File: config.mk
export PLATFORM = sky130hd
export DESIGN_NAME = char_lcd_4bit_sequencer
export DESIGN_NICKNAME = d
export VERILOG_FILES = /design/src/lcd4_pkg.sv /design/src/char_lcd_4bit_sequencer.sv /design/src/lcd4_front.sv /design/src/lcd4_queue.sv /design/src/lcd4_back.sv
export SDC_FILE = /design/constraint.sdc
export NUM_CORES = 1
export LEC_CHECK = 0
export ABC_AREA = 1
export BUFFER_PORTS_ARGS = -buffer_cell sky130_fd_sc_hd__buf_2
export CAP_MARGIN = 10
export CORE_ASPECT_RATIO = 0.7
export CORE_MARGIN = 1.5
export CORE_UTILIZATION = 39
export DETAILED_ROUTE_END_ITERATION = 12
export HOLD_SLACK_MARGIN = 0.1
export PLACE_DENSITY = 0.64
export RECOVER_POWER = 25
export SYNTH_ARGS = -nofsm -noshare
export SYNTH_HDL_FRONTEND = slang
export SYNTH_SLANG_ARGS = --single-unit
File: constraint.sdc
create_clock -name clk -period 3.8 [get_ports clk]
set_input_delay 0.38 -clock clk [delete_from_list [all_inputs] [get_ports clk]]
set_output_delay 0.38 -clock clk [all_outputs]
set_load 0.005 [all_outputs]
File: src/lcd4_pkg.sv
package lcd4_pkg;

  // result list of one input item
  localparam int unsigned MAX_RES   = 6;
  localparam int unsigned RES_IDX_W = 3;

  // job queue between front and back
  localparam int unsigned Q_DEPTH = 4;
  localparam int unsigned Q_PTR_W = 2;
  localparam int unsigned Q_CNT_W = 3;

  // input item modes
  localparam logic [2:0] MODE_INIT   = 3'd0;
  localparam logic [2:0] MODE_LINE   = 3'd1;
  localparam logic [2:0] MODE_CHAR   = 3'd2;
  localparam logic [2:0] MODE_OFF    = 3'd3;
  localparam logic [2:0] MODE_SAMPLE = 3'd4;

  // configuration register indexes
  localparam logic [2:0] CFG_TWO_LINES    = 3'd0;
  localparam logic [2:0] CFG_LARGE_FONT   = 3'd1;
  localparam logic [2:0] CFG_DISPLAY_ON   = 3'd2;
  localparam logic [2:0] CFG_CURSOR_ON    = 3'd3;
  localparam logic [2:0] CFG_CURSOR_BLINK = 3'd4;
  localparam logic [2:0] CFG_ADDR_INC     = 3'd5;
  localparam logic [2:0] CFG_DISP_SHIFT   = 3'd6;
  localparam logic [2:0] CFG_RETRY_LIMIT  = 3'd7;

  localparam logic [7:0] RETRY_RESET = 8'd25;

  // active sequence
  typedef enum logic [2:0] {
    SEQ_IDLE = 3'd0,
    SEQ_INIT = 3'd1,
    SEQ_LINE = 3'd2,
    SEQ_CHAR = 3'd3,
    SEQ_OFF  = 3'd4
  } seq_t;

  // result kinds
  typedef enum logic [2:0] {
    K_NIB     = 3'd0,
    K_BUSY    = 3'd1,
    K_DONE    = 3'd2,
    K_TIMEOUT = 3'd3,
    K_LINEFIN = 3'd4
  } kind_t;

  typedef struct packed {
    kind_t      kind;
    logic       rs;
    logic [3:0] nib;
  } result_t;

  // one queued job: up to MAX_RES results, res[0] goes out first
  typedef struct packed {
    logic [RES_IDX_W-1:0]       cnt;
    result_t [MAX_RES-1:0]      res;
  } job_t;

  typedef struct packed {
    logic       two_lines;
    logic       large_font;
    logic       display_on;
    logic       cursor_on;
    logic       cursor_blink;
    logic       addr_inc;
    logic       disp_shift;
    logic [7:0] retry_limit;
  } cfg_t;

endpackage

File: src/char_lcd_4bit_sequencer.sv
// Channel  Handshake               Payload
// in       in_valid / in_ready     in_mode, in_line_select, in_char_code,
//                                  in_final_char, in_busy_req
// out      out_valid / out_ready   out_kind, out_reg_select, out_nibble, out_last
// cfg      cfg_valid / cfg_ready   cfg_index, cfg_data
//
// An input item is taken every cycle while the four-entry job queue has room;
// the front end updates the sequencer state in the cycle of the transfer.
// The back end sends one result per cycle while out_ready is high; an item
// yields 1 to 6 results (initialise command 6, released chunk 3), and an
// ignored item yields none.
// The first result of an item passes through the queue storage and the output register; cfg_ready is always high.
// Reset (rst_n low at a clock edge) empties the queue and idles the sequencer.
module char_lcd_4bit_sequencer import lcd4_pkg::*; (
  input  logic       clk,
  input  logic       rst_n,
  input  logic       in_valid,
  output logic       in_ready,
  input  logic [2:0] in_mode,
  input  logic       in_line_select,
  input  logic [7:0] in_char_code,
  input  logic       in_final_char,
  input  logic       in_busy_req,
  output logic       out_valid,
  input  logic       out_ready,
  output logic [2:0] out_kind,
  output logic       out_reg_select,
  output logic [3:0] out_nibble,
  output logic       out_last,
  input  logic       cfg_valid,
  output logic       cfg_ready,
  input  logic [2:0] cfg_index,
  input  logic [7:0] cfg_data
);

  logic push_valid;
  job_t push_job;
  logic q_full;
  logic pop;
  job_t head_job;
  logic q_empty;

  lcd4_front u_front (
    .clk            (clk),
    .rst_n          (rst_n),
    .in_valid       (in_valid),
    .in_ready       (in_ready),
    .in_mode        (in_mode),
    .in_line_select (in_line_select),
    .in_char_code   (in_char_code),
    .in_final_char  (in_final_char),
    .in_busy_req    (in_busy_req),
    .cfg_valid      (cfg_valid),
    .cfg_ready      (cfg_ready),
    .cfg_index      (cfg_index),
    .cfg_data       (cfg_data),
    .push_valid     (push_valid),
    .push_job       (push_job),
    .q_full         (q_full)
  );

  lcd4_queue u_queue (
    .clk        (clk),
    .rst_n      (rst_n),
    .push_valid (push_valid),
    .push_job   (push_job),
    .q_full     (q_full),
    .pop        (pop),
    .head_job   (head_job),
    .q_empty    (q_empty)
  );

  lcd4_back u_back (
    .clk            (clk),
    .rst_n          (rst_n),
    .head_job       (head_job),
    .q_empty        (q_empty),
    .pop            (pop),
    .out_valid      (out_valid),
    .out_ready      (out_ready),
    .out_kind       (out_kind),
    .out_reg_select (out_reg_select),
    .out_nibble     (out_nibble),
    .out_last       (out_last)
  );

endmodule

File: src/lcd4_front.sv
module lcd4_front import lcd4_pkg::*; (
  input  logic       clk,
  input  logic       rst_n,
  // input items
  input  logic       in_valid,
  output logic       in_ready,
  input  logic [2:0] in_mode,
  input  logic       in_line_select,
  input  logic [7:0] in_char_code,
  input  logic       in_final_char,
  input  logic       in_busy_req,
  // configuration writes
  input  logic       cfg_valid,
  output logic       cfg_ready,
  input  logic [2:0] cfg_index,
  input  logic [7:0] cfg_data,
  // job queue
  output logic       push_valid,
  output job_t       push_job,
  input  logic       q_full
);

  typedef result_t [1:0] pair_t;

  cfg_t       cfg_r;
  seq_t       seq_r, seq_nxt;
  logic [3:0] step_r, step_nxt;
  logic [7:0] fail_r, fail_nxt;
  logic       awaiting_r, awaiting_nxt;
  logic       held_line_r, held_line_nxt;
  logic [7:0] held_char_r, held_char_nxt;
  logic       held_final_r, held_final_nxt;

  logic       accept;
  logic       is_cmd;
  logic       is_sample;
  logic [7:0] fail_inc;
  logic       timeout;
  logic [3:0] step_inc;
  logic [3:0] chunk_total;
  logic       finish;
  logic [3:0] fs_nib;
  pair_t      pair;

  function automatic result_t nib_res(input logic rs, input logic [3:0] n);
    result_t r;
    r.kind = K_NIB;
    r.rs   = rs;
    r.nib  = n;
    return r;
  endfunction

  function automatic result_t stat_res(input kind_t k);
    result_t r;
    r.kind = k;
    r.rs   = 1'b0;
    r.nib  = 4'h0;
    return r;
  endfunction

  // two nibbles of a chunk released by a not-busy sample
  function automatic pair_t chunk_pair(input seq_t seq, input logic [3:0] step,
                                       input cfg_t c, input logic hl,
                                       input logic [7:0] hc);
    pair_t p;
    unique case (seq)
      SEQ_INIT: begin
        p[0] = nib_res(1'b0, 4'h0);
        if (step == 4'd1) begin
          p[1] = nib_res(1'b0, {1'b1, c.display_on, c.cursor_on, c.cursor_blink});
        end else if (step == 4'd2) begin
          p[1] = nib_res(1'b0, 4'h1);
        end else begin
          p[1] = nib_res(1'b0, {2'b01, c.addr_inc, c.disp_shift});
        end
      end
      SEQ_LINE: begin
        if (step == 4'd0) begin
          p[0] = nib_res(1'b0, 4'h0);
          p[1] = nib_res(1'b0, 4'h1);
        end else if (step == 4'd1) begin
          p[0] = nib_res(1'b0, 4'h0);
          p[1] = nib_res(1'b0, 4'hC);
        end else begin
          p[0] = nib_res(1'b0, hl ? 4'hC : 4'h8);
          p[1] = nib_res(1'b0, 4'h0);
        end
      end
      SEQ_CHAR: begin
        p[0] = nib_res(1'b1, hc[7:4]);
        p[1] = nib_res(1'b1, hc[3:0]);
      end
      default: begin
        p[0] = nib_res(1'b0, 4'h0);
        p[1] = nib_res(1'b0, 4'h8);
      end
    endcase
    return p;
  endfunction

  assign in_ready  = !q_full;
  assign cfg_ready = 1'b1;
  assign accept    = in_valid && in_ready;
  assign is_cmd    = (in_mode <= MODE_OFF);
  assign is_sample = (in_mode == MODE_SAMPLE) && awaiting_r && (seq_r != SEQ_IDLE);

  // busy retry bookkeeping
  assign fail_inc = (fail_r != 8'hFF) ? fail_r + 8'd1 : fail_r;
  assign timeout  = (fail_inc >= cfg_r.retry_limit);

  // chunk progress
  assign step_inc    = step_r + 4'd1;
  assign chunk_total = (seq_r == SEQ_INIT) ? 4'd4 : (seq_r == SEQ_LINE) ? 4'd3 : 4'd1;
  assign finish      = !(step_inc < chunk_total);
  assign fs_nib      = {cfg_r.two_lines, cfg_r.large_font, 2'b00};
  assign pair        = chunk_pair(seq_r, step_r, cfg_r, held_line_r, held_char_r);

  // configuration registers
  always_ff @(posedge clk) begin
    if (!rst_n) begin
      cfg_r.two_lines    <= 1'b1;
      cfg_r.large_font   <= 1'b0;
      cfg_r.display_on   <= 1'b1;
      cfg_r.cursor_on    <= 1'b0;
      cfg_r.cursor_blink <= 1'b0;
      cfg_r.addr_inc     <= 1'b1;
      cfg_r.disp_shift   <= 1'b0;
      cfg_r.retry_limit  <= RETRY_RESET;
    end else if (cfg_valid) begin
      unique case (cfg_index)
        CFG_TWO_LINES:    cfg_r.two_lines    <= cfg_data[0];
        CFG_LARGE_FONT:   cfg_r.large_font   <= cfg_data[0];
        CFG_DISPLAY_ON:   cfg_r.display_on   <= cfg_data[0];
        CFG_CURSOR_ON:    cfg_r.cursor_on    <= cfg_data[0];
        CFG_CURSOR_BLINK: cfg_r.cursor_blink <= cfg_data[0];
        CFG_ADDR_INC:     cfg_r.addr_inc     <= cfg_data[0];
        CFG_DISP_SHIFT:   cfg_r.disp_shift   <= cfg_data[0];
        CFG_RETRY_LIMIT:  cfg_r.retry_limit  <= cfg_data;
        default:          cfg_r.retry_limit  <= cfg_data;
      endcase
    end
  end

  // sequencer next state
  always_comb begin
    seq_nxt        = seq_r;
    step_nxt       = step_r;
    fail_nxt       = fail_r;
    awaiting_nxt   = awaiting_r;
    held_line_nxt  = held_line_r;
    held_char_nxt  = held_char_r;
    held_final_nxt = held_final_r;
    if (accept) begin
      if (is_cmd) begin
        seq_nxt        = seq_t'(in_mode + 3'd1);
        fail_nxt       = 8'd0;
        held_line_nxt  = in_line_select;
        held_char_nxt  = in_char_code;
        held_final_nxt = in_final_char;
        step_nxt       = (in_mode == MODE_INIT) ? 4'd1 : 4'd0;
        awaiting_nxt   = 1'b1;
      end else if (is_sample) begin
        if (in_busy_req) begin
          fail_nxt = fail_inc;
          if (timeout) begin
            seq_nxt      = SEQ_IDLE;
            awaiting_nxt = 1'b0;
            step_nxt     = 4'd0;
          end
        end else if (finish) begin
          seq_nxt      = SEQ_IDLE;
          awaiting_nxt = 1'b0;
          step_nxt     = 4'd0;
        end else begin
          step_nxt = step_inc;
          if (seq_r == SEQ_INIT) begin
            fail_nxt = 8'd0;
          end
        end
      end
    end
  end

  // job for the back end
  always_comb begin
    push_job   = '0;
    push_valid = accept && (is_cmd || is_sample);
    if (is_cmd) begin
      if (in_mode == MODE_INIT) begin
        push_job.res[0] = nib_res(1'b0, 4'h3);
        push_job.res[1] = nib_res(1'b0, 4'h2);
        push_job.res[2] = nib_res(1'b0, fs_nib);
        push_job.res[3] = nib_res(1'b0, 4'h2);
        push_job.res[4] = nib_res(1'b0, fs_nib);
        push_job.res[5] = stat_res(K_BUSY);
        push_job.cnt    = 3'd6;
      end else begin
        push_job.res[0] = stat_res(K_BUSY);
        push_job.cnt    = 3'd1;
      end
    end else if (in_busy_req) begin
      push_job.res[0] = stat_res(timeout ? K_TIMEOUT : K_BUSY);
      push_job.cnt    = 3'd1;
    end else begin
      push_job.res[0] = pair[0];
      push_job.res[1] = pair[1];
      if (!finish) begin
        push_job.res[2] = stat_res(K_BUSY);
      end else if (seq_r == SEQ_CHAR && held_final_r) begin
        push_job.res[2] = stat_res(K_LINEFIN);
      end else begin
        push_job.res[2] = stat_res(K_DONE);
      end
      push_job.cnt = 3'd3;
    end
  end

  // sequencer registers
  always_ff @(posedge clk) begin
    if (!rst_n) begin
      seq_r        <= SEQ_IDLE;
      step_r       <= 4'd0;
      fail_r       <= 8'd0;
      awaiting_r   <= 1'b0;
      held_line_r  <= 1'b0;
      held_char_r  <= 8'd0;
      held_final_r <= 1'b0;
    end else begin
      seq_r        <= seq_nxt;
      step_r       <= step_nxt;
      fail_r       <= fail_nxt;
      awaiting_r   <= awaiting_nxt;
      held_line_r  <= held_line_nxt;
      held_char_r  <= held_char_nxt;
      held_final_r <= held_final_nxt;
    end
  end

  // idle sequencer carries no progress
  a_idle_clean: assert property (@(posedge clk) disable iff (!rst_n)
    (seq_r == SEQ_IDLE) |-> (step_r == 4'd0 && !awaiting_r))
    else $error("idle sequencer with step or busy wait pending");

  // a command always leaves a fresh busy wait
  a_cmd_wait: assert property (@(posedge clk) disable iff (!rst_n)
    (accept && is_cmd) |=> (awaiting_r && fail_r == 8'd0 && seq_r != SEQ_IDLE))
    else $error("command did not open a busy wait");

  // a character finishes on its first released chunk
  a_char_done: assert property (@(posedge clk) disable iff (!rst_n)
    (accept && is_sample && !in_busy_req && seq_r == SEQ_CHAR) |=> (seq_r == SEQ_IDLE))
    else $error("character sequence did not finish");

endmodule

File: src/lcd4_queue.sv
module lcd4_queue import lcd4_pkg::*; (
  input  logic clk,
  input  logic rst_n,
  input  logic push_valid,
  input  job_t push_job,
  output logic q_full,
  input  logic pop,
  output job_t head_job,
  output logic q_empty
);

  job_t               mem_r [Q_DEPTH];
  logic [Q_PTR_W-1:0] wr_ptr_r;
  logic [Q_PTR_W-1:0] rd_ptr_r;
  logic [Q_CNT_W-1:0] cnt_r;

  assign q_full   = (cnt_r == Q_CNT_W'(Q_DEPTH));
  assign q_empty  = (cnt_r == '0);
  assign head_job = mem_r[rd_ptr_r];

  // storage
  always_ff @(posedge clk) begin
    if (push_valid) begin
      mem_r[wr_ptr_r] <= push_job;
    end
  end

  // pointers and fill count
  always_ff @(posedge clk) begin
    if (!rst_n) begin
      wr_ptr_r <= '0;
      rd_ptr_r <= '0;
      cnt_r    <= '0;
    end else begin
      if (push_valid) begin
        wr_ptr_r <= wr_ptr_r + 1'b1;
      end
      if (pop) begin
        rd_ptr_r <= rd_ptr_r + 1'b1;
      end
      if (push_valid && !pop) begin
        cnt_r <= cnt_r + 1'b1;
      end else if (pop && !push_valid) begin
        cnt_r <= cnt_r - 1'b1;
      end
    end
  end

endmodule

File: src/lcd4_back.sv
module lcd4_back import lcd4_pkg::*; (
  input  logic       clk,
  input  logic       rst_n,
  // job queue head
  input  job_t       head_job,
  input  logic       q_empty,
  output logic       pop,
  // results
  output logic       out_valid,
  input  logic       out_ready,
  output logic [2:0] out_kind,
  output logic       out_reg_select,
  output logic [3:0] out_nibble,
  output logic       out_last
);

  logic [RES_IDX_W-1:0] idx_r;
  logic                 out_valid_r;
  result_t              out_res_r;
  logic                 out_last_r;
  logic                 load;
  logic                 is_last;
  result_t              cur;

  // output register free or being drained this cycle, and a job is queued
  assign load    = (!out_valid_r || out_ready) && !q_empty;
  assign cur     = head_job.res[idx_r];
  assign is_last = (idx_r == head_job.cnt - 3'd1);
  assign pop     = load && is_last;

  // walk the job's results one per transfer
  always_ff @(posedge clk) begin
    if (!rst_n) begin
      idx_r       <= '0;
      out_valid_r <= 1'b0;
    end else if (load) begin
      out_valid_r <= 1'b1;
      idx_r       <= is_last ? '0 : idx_r + 1'b1;
    end else if (out_ready) begin
      out_valid_r <= 1'b0;
    end
  end

  // result payload
  always_ff @(posedge clk) begin
    if (load) begin
      out_res_r  <= cur;
      out_last_r <= is_last;
    end
  end

  assign out_valid      = out_valid_r;
  assign out_kind       = out_res_r.kind;
  assign out_reg_select = out_res_r.rs;
  assign out_nibble     = out_res_r.nib;
  assign out_last       = out_last_r;

endmodule
[Yosys cells after proc, flatten, opt, wreduce, memory -nomap -nowiden]
Memory sizes are Yosys's and may differ from the RTL's. A register that Yosys moved wholly into a read port is not among the register bits.
Cells that the tools add are included.
Widths: inputs -> output; s select.
Operators by class
  div/mod/pow operators: 0
  mux-type cells: 53
  multipliers: 0
  order comparisons: 4
  bitwise gates (word level): 0
  add/subtract/negate cells: 9
  shifts and indexed selects: 0
  reductions and logical operators: 38
  equality and inequality tests: 18
Operators by type and width (number)
  $mux 8: 11
  $pmux 16 s3: 1
  $mux 38: 1
  $mux 3: 12
  $mux 16: 2
  $bmux 8 s3: 1
  $mux 24: 1
  $mux 4: 6
  $mux 22: 1
  $eq 3x3->1 const B: 6
  $reduce_and 2->1: 9
  $eq 3x2->1 const B: 4
  $mux 12: 1
  $mux 1: 10
  $mux 2: 5
  $add 3x1->3 const B: 3
  $logic_and 1x1->1: 9
  $logic_not 3->1: 3
  $reduce_bool 3->1: 3
  $add 8x1->8 const B: 1
  $ge 8x8->1: 1
  $ne 8x8->1 const B: 1
  $reduce_and 4->1: 2
  $eq 3x1->1 const B: 2
  17 further kinds: 26
Word-level totals
  output and inout bits: 12
  memories kept: 1
  register bits: 61
  memory bits (read-only): 0
  memory bits (writable): 196
  bits in latches: 0
  logic and storage cells: 147
  input port bits: 30
Memory list
  u_queue.mem_r: words 4, bits a word 49, rd ports 1, clocked after memory_dff 1, wr ports 1, line lcd4_queue.sv:12  | job_t mem_r [Q_DEPTH];

[Longest topological paths before layout]
Gate-level depths: netlist of run 1.
  depth after elaboration: 9
  depth in mapped cells: 19

[Cells and area by module]
A second synthesis of run 1 with hierarchy kept.
Second synthesis, totals
  cells, all modules: 1103
  area total of the unflattened synthesis: 11913.9 µm²
Modules (own cells, without submodules)
  lcd4_queue: times used 1, cells an instance 551, sequential area each 6306.0 µm², area each 8035.2 µm²
  lcd4_front: times used 1, cells an instance 411, sequential area each 820.8 µm², area each 2871.5 µm²
  lcd4_back: times used 1, cells an instance 141, sequential area each 350.3 µm², area each 1007.2 µm²

[Worst setup path after synthesis of run 1]
No wires, ideal clock.
  path kind: register -> register
  from: reg (tool-made name)
  to: reg u_queue.cnt_r[2]
  slack: 0.916 ns
  library setup time: 0.122 ns
  required time: 3.678 ns
  clock period less this slack: 2.884 ns
  arrival time: 2.762 ns
  cell stages (with the launch flop): 17
  cell sequence: dfxtp_1 -> buf_4 -> clkbuf_1 -> nand2_1 -> a32o_1 -> ha_1 -> xnor2_1 -> inv_2 -> xor2_4 -> nand3_4 -> ha_1 -> inv_1 -> fa_1 -> a21oi_1 -> o21ai_0 -> o21ai_0 -> a21oi_1
RTL lines
  end signal, assigned: line lcd4_queue.sv:42  | cnt_r <= cnt_r + 1'b1;
  end signal, assigned: line lcd4_queue.sv:44  | cnt_r <= cnt_r - 1'b1;
  end, declared: line lcd4_queue.sv:15  | logic [Q_CNT_W-1:0] cnt_r;

==> metrics.log, run 1 <==
[metrics] Antenna Nets Post-Route: 0
[metrics] cell type with the largest total area after synthesis: sky130_fd_sc_hd__edfxtp_1
[metrics] wire length of the first global-routing pass: 23.5 mm
[metrics] count of warnings emitted by yosys: 0
[metrics] Detailed Routing Iterations Pass 1: 4
[metrics] routed wirelength normalized by instance count: 14.9 µm
[metrics] pwr/cell area: 600 nW/µm²
[metrics] vias in the first global route: 4413
[metrics] number of CTS-inserted buffers: 17
[metrics] overflow left after global routing: 0
[metrics] Setup TNS Final: 0 ns
[metrics] Core Util, Final: 45.9%
[metrics] kind of path behind the tightest hold check: input pin to flop
[metrics] Max Fanout on Critical Path: 16
[metrics] number of flops mapped to enable cells by yosys: 85
[metrics] Vias/cell: 4.91
[metrics] antenna violations before repair: 0
[metrics] Hold Crit Depth: 3
[metrics] area grow syn2layout: 15.1%
[metrics] sink count of the clock tree: 139
[metrics] worst slew margin relative to its limit: 13.6%
[metrics] via total after detailed routing: 4760
[metrics] worst slack, placed: 0.846 ns
[metrics] starting density of the core: 39.9%
[metrics] Least-Margin Pin Slew: 1.30 ns
[metrics] setup violation total in the final timing report: 0
[metrics] TritonCTS clock tree: done
[metrics] top cells by count, synth: 110 x sky130_fd_sc_hd__nand2_1, 96 x sky130_fd_sc_hd__nor2_1, 85 x sky130_fd_sc_hd__edfxtp_1
[metrics] detailed placer's ending HPWL: 9.63 mm
[metrics] reg-to-reg slack, setup: 0.85 ns
[metrics] post-CTS clock slew at the launch and capture registers of the worst setup and hold paths: 0.06 ns
[metrics] number of cell instances on the worst register-to-register path: 14
[metrics] critical path type: flop to flop
[metrics] leakage dissipation: 3.01 nW
[metrics] critical path data required time: 4.10 ns
[metrics] capture point of the worst path: u_queue.cnt_r[2]
[metrics] leading post-synthesis cells by cell area: sky130_fd_sc_hd__edfxtp_1 39%, sky130_fd_sc_hd__dfxtp_1 17%, sky130_fd_sc_hd__nand2_1 6.3%, sky130_fd_sc_hd__nor2_1 5.5%, sky130_fd_sc_hd__ha_1 4.6%
[metrics] final period utilization: 77.7%
[metrics] overall die height: 111 µm
[metrics] kind of end point of the critical path: flop
[metrics] cell area after synthesis: 6510 µm²
[metrics] startpoint kind of the worst setup timing path: flop
[metrics] standard-cell row count: 39
[metrics] signal arrival time at the worst endpoint: 3.25 ns
[metrics] synthesis-stage register bit count: 139
[metrics] count of pins on the block boundary: 42
[metrics] final-report hold violation count: 0
[metrics] maximum clock rate: 339 MHz
[metrics] worst skew pair latency: 0.42 ns
[metrics] setup ws final: 0.847 ns
[metrics] Post-Synthesis Net Count: 743
[metrics] worst hold slack: 0.170 ns
[metrics] H-tree depth reported by CTS: 4
[metrics] RePlAce Congestion: 0.808
[metrics] max-slew violation total from the final report: 0
[metrics] root buf cell: sky130_fd_sc_hd__clkbuf_16
[metrics] number of diodes: 0
[metrics] horizontal extent of the die: 157 µm
[metrics] number of buffers on the longest clock path: 2
[metrics] Core Region: 16300 µm²
[metrics] post-route minimum period: 2.95 ns
[metrics] count of max-cap constraint violations: 0
[metrics] post-route cell area: 7500 µm²
[metrics] net total in the final layout: 787
[metrics] count of different cell masters after synthesis: 46
[metrics] asr flop ratio synth: 0%
[metrics] post-detailed-route DRC marker count: 0
[metrics] library cell with the highest instance count after synthesis: sky130_fd_sc_hd__nand2_1
[metrics] number of setup buffers added after CTS: 0
[metrics] routed wire length: 14.4 mm
[metrics] most instantiated flip-flop cell in the synthesis netlist: sky130_fd_sc_hd__edfxtp_1
[metrics] sequential cell area fraction in the yosys report: 55.8%
[metrics] Iter 0 DRT Violations: 382
[metrics] Max IR drop VDD: 219 µV
[metrics] ratio of cells with drive above 1 in the final layout: 14.8%
[metrics] largest clock skew in the final design: 0.00843 ns
[metrics] mean cell area of the mapped netlist: 9.47 µm²
[metrics] hold-fix buffers at CTS: 0
[metrics] RR Endpoint: u_queue.cnt_r[2]
[metrics] Total Die Area: 17500 µm²
[metrics] post-cts repair resize count: 0
[metrics] Port Buffer Count: 40
[metrics] Synth Instances: 688
[metrics] area of placed instances: 6930 µm²
[metrics] run status: completed
[metrics] top cell type's share of synthesized area: 39.2%
[metrics] unrepaired setup endpoints after global routing: no
[metrics] maximum number of pins on one net before global-route repair: 33
[metrics] gr usage total: 17.9%
## cell usage in the layout (no fill, tap or decap), types with 3 or more instances in the layout
cell type and n:
sky130_fd_sc_hd__nand2_1 111, sky130_fd_sc_hd__nor2_1 97, sky130_fd_sc_hd__edfxtp_1 85, sky130_fd_sc_hd__inv_1 62, sky130_fd_sc_hd__o21ai_0 59, sky130_fd_sc_hd__dfxtp_1 54
sky130_fd_sc_hd__a21oi_1 48, sky130_fd_sc_hd__buf_2 33, sky130_fd_sc_hd__nand3_1 29, sky130_fd_sc_hd__ha_1 24, sky130_fd_sc_hd__clkbuf_16 19, sky130_fd_sc_hd__o22ai_1 14
sky130_fd_sc_hd__nand4_1 12, sky130_fd_sc_hd__inv_2 11, sky130_fd_sc_hd__nand2_2 10, sky130_fd_sc_hd__xor2_1 9, sky130_fd_sc_hd__clkbuf_1 8, sky130_fd_sc_hd__buf_4 7
sky130_fd_sc_hd__clkinv_2 5, sky130_fd_sc_hd__nand3_4 3, sky130_fd_sc_hd__nand3_2 3, sky130_fd_sc_hd__nor2_2 3, sky130_fd_sc_hd__clkbuf_8 3, sky130_fd_sc_hd__clkinv_4 3
## layer usage
| layer | wire length [µm] | track usage, % | share of wire, % | up-vias |
|---|---|---|---|---|
| met2 | 5990 | 24.3 | 42 | 131 |
| met3 | 857 | 5.43 | 5.9 | 19 |
| met4 | 258 | 6.54 | 1.8 | 0 |
| li1 | - | - | - | 2410 |
| met5 | 0 | 0 | 0 | - |
| met1 | 7300 | 26.6 | 51 | 2200 |
## how the worst min path moves through the flow
stage	startpoint	end	slack, ns
2_1_floorplan	u_front.cfg_r[12]	u_front.cfg_r[12]	0.42
3_3_place_gp	u_front.cfg_r[12]	u_front.cfg_r[12]	0.44
3_5_place_dp	u_front.cfg_r[12]	u_front.cfg_r[12]	0.45
4_1_cts	cfg_data[4]	u_front.cfg_r[4]	0.16
5_1_grt	cfg_data[4]	u_front.cfg_r[4]	0.17
6_report	cfg_data[4]	u_front.cfg_r[4]	0.17
## power breakdown
group          total, mW  switching, mW  internal (mW)
sequential          1.88         0.0880           1.79
combinational      0.965          0.643          0.322
clock               1.65          0.625           1.03
## flip-flops by register name, indices dropped and copies added, names as in the netlist, named ones only
| signal | flops |
|---|---|
| u_queue.wr_ptr_r | 2 |
| u_front.step_r | 4 |
| u_front.cfg_r | 15 |
| u_back.out_reg_select | 1 |
| u_queue.rd_ptr_r | 2 |
| u_front.held_line_r | 1 |
| u_back.idx_r | 3 |
| u_front.fail_r | 8 |
| u_back.out_valid | 1 |
| u_front.awaiting_r | 1 |
| u_front.held_final_r | 1 |
| u_front.held_char_r | 8 |
| u_back.out_nibble | 4 |
| u_back.out_kind | 3 |
| u_front.seq_r | 3 |
| u_back.out_last | 1 |
| u_queue.cnt_r | 3 |
| u_queue.mem_r | 76 |
## cell type report
| cell class | count | area (µm²) |
|---|---|---|
| multi-input cells | 450 | 2450 |
| well taps | 225 | 282 |
| clock buffers | 23 | 520 |
| inverters | 76 | 288 |
| flip-flops and latches | 139 | 3630 |
| repair buffers | 48 | 248 |
| clock inverters | 9 | 82.6 |
| fillers | 1550 | 8850 |
## per-stage QoR
stage                     total power, mW  instances
after floorplan                      2.61        688
after global placement               2.89        938
after detailed placement             2.90        938
after CTS                            4.56        970
after global routing                 4.75        970
final                                4.50        970
## cells by family (layout without fill, tap and decap cells)
kind of cell             Yosys count  count (layout)  share of synthesized area (%)
AND/OR/NAND/NOR                  275             275                           19.2
flip-flops                       139             139                           55.8
AO/OA/AOI/OAI                    138             138                           11.8
buffers and inverters             99             156                           6.41
adder cells (fa/ha/maj)           25              25                           4.92
XOR/XNOR                          11              11                           1.77
other                              1               1                         0.0576
## critical path: stages (launching register included)
cell                      delay, ns
sky130_fd_sc_hd__dfxtp_1       0.68
sky130_fd_sc_hd__nand2_1       0.10
sky130_fd_sc_hd__a32o_1        0.28
sky130_fd_sc_hd__ha_1          0.19
sky130_fd_sc_hd__xnor2_1       0.17
sky130_fd_sc_hd__inv_2         0.08
sky130_fd_sc_hd__xor2_4        0.20
sky130_fd_sc_hd__nand3_4       0.10
sky130_fd_sc_hd__ha_1          0.14
sky130_fd_sc_hd__inv_1         0.06
sky130_fd_sc_hd__fa_1          0.37
sky130_fd_sc_hd__a21oi_1       0.14
sky130_fd_sc_hd__o21ai_0       0.10
sky130_fd_sc_hd__o21ai_0       0.16
sky130_fd_sc_hd__a21oi_1       0.06
No activity file was read; power rests on OpenSTA's default activity.
==> inputs of run 2 (changes only) <==
==> constraint.sdc (replaced) <==
create_clock -name clk -period 2.8 [get_ports clk]
set_input_delay 0.28 -clock clk [delete_from_list [all_inputs] [get_ports clk]]
set_output_delay 0.28 -clock clk [all_outputs]
set_load 0.005 [all_outputs]
==> run 2 against run 1 <==
  * Core utilization rose by 1.1 points
  * Combinational power rose by 41%
  * Clock power rose by 48%
  * Non-clock buffer count rose by 14
  * Flip-flop and latch count did not move
  * Register-to-register slack got worse by 0.62 ns
  * Highest routed layer unchanged
  * Worst setup slack got worse by 0.62 ns
==> metrics.log, run 2 (synthesized netlist as in run 1, its figures left out) <==
[metrics] signal arrival time at the worst endpoint: 2.88 ns (was 3.25 ns)
[metrics] final period utilization: 92.1% (was 77.7%)
[metrics] maximum clock rate: 388 MHz (was 339 MHz)
[metrics] area of placed instances: 6960 µm² (was 6930 µm²)
[metrics] critical path data required time: 3.10 ns (was 4.10 ns)
[metrics] Core Region: 16300 µm² (unchanged)
[metrics] largest clock skew in the final design: 0.00893 ns (was 0.00843 ns)
[metrics] highest-count cells in the layout ignoring fill and taps: 112 x sky130_fd_sc_hd__nand2_1, 96 x sky130_fd_sc_hd__nor2_1, 85 x sky130_fd_sc_hd__edfxtp_1 (was 111 x sky130_fd_sc_hd__nand2_1, 97 x sky130_fd_sc_hd__nor2_1, 85 x sky130_fd_sc_hd__edfxtp_1)
[metrics] Antenna Nets Post-Route: 0 (unchanged)
[metrics] detailed placer's ending HPWL: 9.64 mm (was 9.63 mm)
[metrics] number of diodes: 0 (unchanged)
[metrics] met3 track utilization from global routing: 3.40% (was 5.43%)
[metrics] Reg with most FFs: u_queue.mem_r (unchanged)
[metrics] count of pins on the block boundary: 42 (unchanged)
[metrics] final-report hold violation count: 0 (unchanged)
[metrics] via total after detailed routing: 4833 (was 4760)
[metrics] maximum number of pins on one net before global-route repair: 31 (was 33)
[metrics] RePlAce Congestion: 0.816 (was 0.808)
[metrics] number of CTS-inserted buffers: 17 (unchanged)
[metrics] unrepaired setup endpoints after global routing: no (unchanged)
[metrics] reg-to-reg slack, setup: 0.22 ns (was 0.85 ns)
[metrics] Placed Cells: 943 (was 938)
[metrics] total power: 6.35 mW (was 4.50 mW)
[metrics] Cell Count, Final, Fillers Out: 984 (was 970)
[metrics] root buf cell: sky130_fd_sc_hd__clkbuf_16 (unchanged)
[metrics] worst slew margin relative to its limit: 40.1% (was 13.6%)
[metrics] Max Fanout on Critical Path: 7 (was 16)
[metrics] flip-flop count of the largest register, all copies and words added: 76 (unchanged)
[metrics] number of cell instances on the worst register-to-register path: 15 (was 14)
[metrics] run status: completed (unchanged)
[metrics] setup ws final: 0.222 ns (was 0.847 ns)
[metrics] number of setup buffers added after CTS: 0 (unchanged)
[metrics] H-tree depth reported by CTS: 4 (unchanged)
[metrics] Detailed Routing Iterations Pass 1: 5 (was 4)
[metrics] routed wirelength normalized by instance count: 14.8 µm (was 14.9 µm)
[metrics] kind of path behind the tightest hold check: input pin to flop (unchanged)
[metrics] starting density of the core: 39.9% (unchanged)
[metrics] Least-Margin Pin Slew: 0.895 ns (was 1.30 ns)
[metrics] critical path type: flop to flop (unchanged)
[metrics] TritonCTS clock tree: done (unchanged)
[metrics] Port Buffer Count: 40 (unchanged)
[metrics] RR Endpoint: u_queue.cnt_r[2] (unchanged)
[metrics] gr usage total: 17.3% (was 17.9%)
[metrics] Filler cells: 1551 (was 1550)
[metrics] count of max-cap constraint violations: 0 (unchanged)
[metrics] ratio of cells with drive above 1 in the final layout: 15.4% (was 14.8%)
[metrics] leading cell type in the layout, fill and taps excluded: sky130_fd_sc_hd__nand2_1 (unchanged)
[metrics] antenna violations before repair: 0 (unchanged)
[metrics] routed wire length: 14.5 mm (was 14.4 mm)
[metrics] sink count of the clock tree: 139 (unchanged)
[metrics] post-route cell area: 7680 µm² (was 7500 µm²)
[metrics] overall die height: 111 µm (unchanged)
[metrics] Total Die Area: 17500 µm² (unchanged)
[metrics] met1 track utilization from global routing: 25.7% (was 26.6%)
[metrics] capture point of the worst path: u_queue.cnt_r[2] (unchanged)
[metrics] net total in the final layout: 801 (was 787)
[metrics] post-detailed-route DRC marker count: 0 (unchanged)
[metrics] Hold Crit Depth: 3 (unchanged)
[metrics] max-slew violation total from the final report: 0 (unchanged)
[metrics] area grow syn2layout: 17.8% (was 15.1%)
[metrics] Iter 0 DRT Violations: 323 (was 382)
[metrics] standard-cell row count: 39 (unchanged)
[metrics] vias in the first global route: 4309 (was 4413)
[metrics] leakage dissipation: 3.07 nW (was 3.01 nW)
[metrics] worst slack, placed: 0.0923 ns (was 0.846 ns)
[metrics] pwr/cell area: 828 nW/µm² (was 600 nW/µm²)
[metrics] kind of end point of the critical path: flop (unchanged)
[metrics] setup violation total in the final timing report: 0 (unchanged)
[metrics] wire length of the first global-routing pass: 23.1 mm (was 23.5 mm)
[metrics] largest registers: u_queue.mem_r x76, u_front.cfg_r x15 (unchanged)
[metrics] met2 usage: 25.4% (was 24.3%)
[metrics] Vias/cell: 4.91 (about the same)
[metrics] horizontal extent of the die: 157 µm (unchanged)
[metrics] post-route minimum period: 2.58 ns (was 2.95 ns)
[metrics] Max IR drop VDD: 439 µV (was 219 µV)
[metrics] worst skew pair latency: 0.41 ns (was 0.42 ns)
[metrics] Setup TNS Final: 0 ns (unchanged)
[metrics] number of buffers on the longest clock path: 2 (unchanged)
[metrics] post-CTS clock slew at the launch and capture registers of the worst setup and hold paths: 0.06 ns (about the same)
[metrics] startpoint kind of the worst setup timing path: flop (unchanged)
[metrics] global route hottest layer: met1 (unchanged)
[metrics] overflow left after global routing: 0 (unchanged)
==> run 2: timing repair <==
action,4_1_cts,5_1_grt
hold endpoints to repair,9,0
hold buffers,9,0
endpoints found under the setup margin,0,3
resized for setup,0,7
==> run 2: area by class of cell <==
| type | instances | area [µm²] | area share, % |
|---|---|---|---|
| multi-input combinational | 450 | 2450 | 31.9 |
| clock buffer | 18 | 429 | 5.59 |
| timing repair buffer | 62 | 369 | 4.81 |
| sequential | 139 | 3640 | 47.4 |
| inverter | 76 | 290 | 3.78 |
| tap | 225 | 282 | 3.67 |
| clock inverter | 14 | 216 | 2.82 |
==> run 2: worst min-delay path by stage <==
stage	slack [ns]	start	endpoint
after global placement	0.44	u_front.cfg_r[12]	u_front.cfg_r[12]
after global routing	0.11	in_char_code[5]	u_front.held_char_r[5]
after floorplan	0.41	cfg_data[3]	u_front.cfg_r[3]
final	0.13	in_char_code[5]	u_front.held_char_r[5]
after detailed placement	0.45	u_front.cfg_r[12]	u_front.cfg_r[12]
after CTS	0.12	in_char_code[5]	u_front.held_char_r[5]
==> run 2: metrics by stage <==
step	util [%]	hold WS, ns
2_1_floorplan	-	0.406
3_3_place_gp	42.6	0.439
3_5_place_dp	42.6	0.452
4_1_cts	47.1	0.121
5_1_grt	47.0	0.113
6_report	47.0	0.127
==> run 2: where the power goes <==
group | leakage [nW] | switching (mW) | internal [mW] | total [mW]
Clock | 0.311 | 0.868 | 1.58 | 2.45
Combinational | 1.54 | 0.902 | 0.458 | 1.36
Sequential | 1.22 | 0.107 | 2.44 | 2.54
==> run 2: critical path, cell delays in order, from the launching register on <==
cell and delay, ns:
sky130_fd_sc_hd__dfxtp_4 0.37, sky130_fd_sc_hd__inv_4 0.08, sky130_fd_sc_hd__nand2_1 0.05, sky130_fd_sc_hd__a32o_1 0.22, sky130_fd_sc_hd__ha_1 0.19, sky130_fd_sc_hd__xnor2_1 0.16
sky130_fd_sc_hd__inv_2 0.08, sky130_fd_sc_hd__xor2_4 0.20, sky130_fd_sc_hd__nand3_4 0.10, sky130_fd_sc_hd__ha_1 0.15, sky130_fd_sc_hd__inv_1 0.07, sky130_fd_sc_hd__fa_1 0.39
sky130_fd_sc_hd__a21oi_1 0.14, sky130_fd_sc_hd__o21ai_1 0.09, sky130_fd_sc_hd__o21ai_1 0.12, sky130_fd_sc_hd__a21oi_1 0.05
==> run 2: routing by layer <==
| metal | vias to the layer above | share of wire [%] |
|---|---|---|
| met3 | 16 | 4.1 |
| met2 | 104 | 44 |
| met4 | 0 | 1.2 |
| met1 | 2264 | 51 |
| met5 | - | 0 |
| li1 | 2449 | - |
==> inputs of run 3 (changes only) <==
--- a/config.mk
+++ b/config.mk
@@ -5,7 +5,7 @@
 export SDC_FILE = /design/constraint.sdc
 export NUM_CORES = 1
 export LEC_CHECK = 0
-export ABC_AREA = 1
+export ABC_AREA = 0
 export BUFFER_PORTS_ARGS = -buffer_cell sky130_fd_sc_hd__buf_2
 export CAP_MARGIN = 10
 export CORE_ASPECT_RATIO = 0.7
@@ -13,8 +13,9 @@
 export CORE_UTILIZATION = 39
 export DETAILED_ROUTE_END_ITERATION = 12
 export HOLD_SLACK_MARGIN = 0.1
-export PLACE_DENSITY = 0.64
+export PLACE_DENSITY = 0.63
 export RECOVER_POWER = 25
 export SYNTH_ARGS = -nofsm -noshare
 export SYNTH_HDL_FRONTEND = slang
+export SYNTH_HIERARCHICAL = 1
 export SYNTH_SLANG_ARGS = --single-unit
==> run 3 against run 2 <==
  * Cell count grew 26%
  * Combinational power is 31% higher
  * Flip-flop and latch count grew 128
  * Sequential power increased by 85%
  * Clock power rose by 45%
  * Sequential share of layout area rose by 8.6 points
  * First-iteration DRC count rose by 85%
  * Critical path type unchanged
==> metrics.log, run 3 <==
[metrics] run status: completed (unchanged)
[metrics] worst skew pair latency: 0.52 ns (was 0.41 ns)
[metrics] clock share of power: 35.5% (was 38.6%)
[metrics] final period utilization: 97.6% (was 92.1%)
[metrics] asr flop ratio synth: 0% (unchanged)
[metrics] count of different cell masters after synthesis: 67 (was 46)
[metrics] critical path data required time: 3.25 ns (was 3.10 ns)
[metrics] library cell with the highest instance count after synthesis: sky130_fd_sc_hd__edfxtp_1 (was sky130_fd_sc_hd__nand2_1)
[metrics] pwr/cell area: 750 nW/µm² (was 828 nW/µm²)
[metrics] kind of end point of the critical path: flop (unchanged)
[metrics] Synth Instances: 752 (was 688)
[metrics] Vias/cell: 5.05 (was 4.91)
[metrics] Max Fanout on Critical Path: 6 (was 7)
[metrics] standard-cell row count: 52 (was 39)
[metrics] signal arrival time at the worst endpoint: 3.18 ns (was 2.88 ns)
[metrics] flip-flop count of the largest register, all copies and words added: 204 (was 76)
[metrics] cell-internal power: 7.55 mW (was 4.48 mW)
[metrics] Net Switching: 2.47 mW (was 1.88 mW)
[metrics] overflow left after global routing: 0 (unchanged)
[metrics] cell type with the largest total area after synthesis: sky130_fd_sc_hd__edfxtp_1 (unchanged)
[metrics] largest clock skew in the final design: 0.0103 ns (was 0.00893 ns)
[metrics] post-synthesis share of cell area spent on xor and xnor gates: 1.03% (was 1.77%)
[metrics] buffers plus inverters on the worst setup path: 3 (unchanged)
[metrics] root buf cell: sky130_fd_sc_hd__clkbuf_16 (unchanged)
[metrics] leading post-synthesis cells by cell area: sky130_fd_sc_hd__edfxtp_1 55%, sky130_fd_sc_hd__mux4_2 11%, sky130_fd_sc_hd__dfxtp_1 9.3%, sky130_fd_sc_hd__ha_1 2.6%, sky130_fd_sc_hd__buf_4 2.1% (was sky130_fd_sc_hd__edfxtp_1 39%, sky130_fd_sc_hd__dfxtp_1 17%, sky130_fd_sc_hd__nand2_1 6.3%, sky130_fd_sc_hd__nor2_1 5.5%, sky130_fd_sc_hd__ha_1 4.6%)
[metrics] Iter 0 DRT Violations: 599 (was 323)
[metrics] synthesis-stage register bit count: 267 (was 139)
[metrics] Least-Margin Pin Slew: 0.663 ns (was 0.895 ns)
[metrics] post-CTS clock slew at the launch and capture registers of the worst setup and hold paths: 0.06 ns (about the same)
[metrics] register share of total power: 46.8% (was 40.0%)
[metrics] net total in the final layout: 894 (was 801)
[metrics] antenna violations before repair: 0 (unchanged)
[metrics] startpoint kind of the worst setup timing path: flop (unchanged)
[metrics] sequential cell area fraction in the yosys report: 64.5% (was 55.8%)
[metrics] adder-cell share of the synthesized area: 2.76% (was 4.92%)
[metrics] number of CTS-inserted buffers: 26 (was 17)
[metrics] mean cell area of the mapped netlist: 15.4 µm² (was 9.47 µm²)
[metrics] worst slew margin relative to its limit: 55.8% (was 40.1%)
[metrics] via total after detailed routing: 6243 (was 4833)
[metrics] Sw Ratio: 24.6% (was 29.5%)
[metrics] share of total power in combinational logic: 17.7% (was 21.4%)
[metrics] Total Die Area: 30800 µm² (was 17500 µm²)
[metrics] wire length of the first global-routing pass: 35.1 mm (was 23.1 mm)
[metrics] gr usage total: 14.5% (was 17.3%)
[metrics] Top delay family on crit path: XOR/XNOR gates (was adder cells)
[metrics] Antenna Nets Post-Route: 0 (unchanged)
[metrics] maximum clock rate: 366 MHz (was 388 MHz)
[metrics] chain of cells forming the critical path: buf_4, mux4_2, xnor3_1, nand3_2, nor2_4, inv_2, ha_4, inv_2, fa_2, xor2_1, or3_1, a21boi_1 (was inv_4, nand2_1, a32o_1, ha_1, xnor2_1, inv_2, xor2_4, nand3_4, ha_1, inv_1, fa_1, a21oi_1, o21ai_1, o21ai_1, a21oi_1)
[metrics] count of warnings emitted by yosys: 6 (was 0)
[metrics] Reg with most FFs: u_queue/mem_r (was u_queue.mem_r)
[metrics] horizontal extent of the die: 209 µm (was 157 µm)
[metrics] Core Util, Final: 45.9% (was 47.0%)
[metrics] Detailed Routing Iterations Pass 1: 4 (was 5)
[metrics] final-report hold violation count: 0 (unchanged)
[metrics] maximum number of pins on one net before global-route repair: 52 (was 31)
[metrics] leading cell type in the layout, fill and taps excluded: sky130_fd_sc_hd__edfxtp_1 (was sky130_fd_sc_hd__nand2_1)
[metrics] launch point of the worst hold path: cfg_valid (was in_char_code[5])
[metrics] Core Region: 29100 µm² (was 16300 µm²)
[metrics] Port Buffer Count: 40 (unchanged)
[metrics] ratio of cells with drive above 1 in the final layout: 24.3% (was 15.4%)
[metrics] starting density of the core: 39.8% (was 39.9%)
[metrics] critical path type: flop to flop (unchanged)
[metrics] kind of path behind the tightest hold check: input pin to flop (unchanged)
[metrics] cell area after synthesis: 11600 µm² (was 6510 µm²)
[metrics] unrepaired setup endpoints after global routing: yes (was no)
[metrics] H-tree depth reported by CTS: 1 (was 4)
[metrics] routed wire length: 21.7 mm (was 14.5 mm)
[metrics] overall die height: 147 µm (was 111 µm)
[metrics] TritonCTS clock tree: done (unchanged)
[metrics] highest-count cells in the layout ignoring fill and taps: 213 x sky130_fd_sc_hd__edfxtp_1, 60 x sky130_fd_sc_hd__nand2_1, 58 x sky130_fd_sc_hd__mux4_2 (was 112 x sky130_fd_sc_hd__nand2_1, 96 x sky130_fd_sc_hd__nor2_1, 85 x sky130_fd_sc_hd__edfxtp_1)
[metrics] count of pins on the block boundary: 42 (unchanged)
[metrics] setup violation total in the final timing report: 0 (unchanged)
[metrics] routed wirelength normalized by instance count: 17.5 µm (was 14.8 µm)
[metrics] most instantiated flip-flop cell in the synthesis netlist: sky130_fd_sc_hd__edfxtp_1 (unchanged)
[metrics] combinational family with the most area after synthesis: multiplexers (was simple AND/OR/NAND/NOR gates)
[metrics] area grow syn2layout: 15.3% (was 17.8%)
[metrics] vias in the first global route: 6300 (was 4309)
[metrics] largest registers: u_queue/mem_r x204, u_front/cfg_r x15 (was u_queue.mem_r x76, u_front.cfg_r x15)
[metrics] Max IR drop VDD: 434 µV (was 439 µV)
[metrics] maximum cell stage delay along the critical path: 0.50 ns (was 0.39 ns)
[metrics] number of flops mapped to enable cells by yosys: 213 (was 85)
[metrics] top cell type's share of synthesized area: 55.2% (was 39.2%)
[metrics] number of buffers on the longest clock path: 3 (was 2)
[metrics] CP max-delay cell: sky130_fd_sc_hd__mux4_2 (was sky130_fd_sc_hd__fa_1)
[metrics] number of diodes: 0 (unchanged)
[metrics] Simple-Gate Fraction of Synth Area: 7.75% (was 19.2%)
[metrics] RePlAce Congestion: 0.763 (was 0.816)
[metrics] leakage dissipation: 4.59 nW (was 3.07 nW)
[metrics] Setup TNS Final: 0 ns (unchanged)
[metrics] Filler cells: 2482 (was 1551)
[metrics] most repeated library cell on the critical path: sky130_fd_sc_hd__inv_2
[metrics] max-slew violation total from the final report: 0 (unchanged)
[metrics] count of max-cap constraint violations: 0 (unchanged)
[metrics] detailed placer's ending HPWL: 13.6 mm (was 9.64 mm)
[metrics] sink count of the clock tree: 267 (was 139)
[metrics] synthesized-area fraction occupied by ao, oa, aoi and oai cells: 5.53% (was 11.8%)
[metrics] post-route minimum period: 2.73 ns (was 2.58 ns)
[metrics] top cells by count, synth: 213 x sky130_fd_sc_hd__edfxtp_1, 60 x sky130_fd_sc_hd__nand2_1, 58 x sky130_fd_sc_hd__mux4_2 (was 110 x sky130_fd_sc_hd__nand2_1, 96 x sky130_fd_sc_hd__nor2_1, 85 x sky130_fd_sc_hd__edfxtp_1)
[metrics] post-detailed-route DRC marker count: 0 (unchanged)
[metrics] share of synthesized area spent on multiplexers: 13.2% (was 0%)
## run 3: logic make-up after synthesis
group	after synthesis
AOI/OAI and AO/OA	94
xor gates and xnor gates	12
adders and majority gates	25
buffers and inverters	99
DFF	267
muxes	78
other	2
and+or+nand+nor	175
## run 3: layout make-up
cell class / instances / area, µm² / share of cell area, %
clock inverters: 14 / 168 / 1.25
clock buffers: 34 / 722 / 5.40
multi-input cells: 412 / 3680 / 27.5
well taps: 378 / 473 / 3.54
inverters: 36 / 135 / 1.01
repair buffers: 96 / 699 / 5.23
flip-flops and latches: 267 / 7480 / 56.0
## run 3: final timing paths
path                        end  slack (ns)  depth (start not counted)
max reg2reg    u_queue/cnt_r[2]        0.07                         12
min reg2reg  u_front/awaiting_r        0.46                          2
min            u_front/cfg_r[9]        0.16                          4
max            u_queue/cnt_r[2]        0.07                         12
## run 3: metrics by stage
step / area, µm² / instances / hold WS (ns) / power [mW] / worst slack (ns)
floorplan: 11700 / 778 / 0.402 / 6.10 / -0.152
global placement: 12200 / 1165 / 0.450 / 6.50 / 0.0369
detailed placement: 12200 / 1165 / 0.451 / 6.52 / 0.00182
CTS: 13300 / 1235 / 0.126 / 10.1 / 0.000499
global route: 13400 / 1237 / 0.162 / 10.5 / -0.0631
finish: 13400 / 1237 / 0.159 / 10.0 / 0.0665
## run 3: power by group through the flow
stage / registers, mW / clock network [mW] / logic (mW)
after floorplan: 4.76 / 0 / 1.34
after global placement: 4.77 / 0 / 1.73
after detailed placement: 4.78 / 0 / 1.74
after CTS: 4.69 / 3.66 / 1.78
after global routing: 4.71 / 3.83 / 1.96
final: 4.69 / 3.56 / 1.78
## run 3: repair_timing
item                                    in CTS  in global routing
endpoints found under the hold margin       22                  0
resized for setup                            0                 13
pin swaps                                    1                  4
buffers inserted                             2                  2
hold buffers                                20                  0
endpoints found under the setup margin       1                 14
## run 3: worst register-to-register path, delay by kind of cell (launching register included)
kind | cells | cell delay (ns)
xor gates and xnor gates | 2 | 0.54
muxes | 1 | 0.50
and+or+nand+nor | 3 | 0.45
adders and majority gates | 2 | 0.45
DFF | 1 | 0.39
buffers and inverters | 3 | 0.21
AOI/OAI and AO/OA | 1 | 0.12
## run 3: metal layers
layer / GRT usage (%) / vias up / wire [µm]
li1: - / 2975 / -
met1: 22.0 / 3136 / 11000
met2: 21.7 / 107 / 9520
met3: 2.78 / 25 / 812
met4: 3.12 / 0 / 377
met5: 0 / - / 0
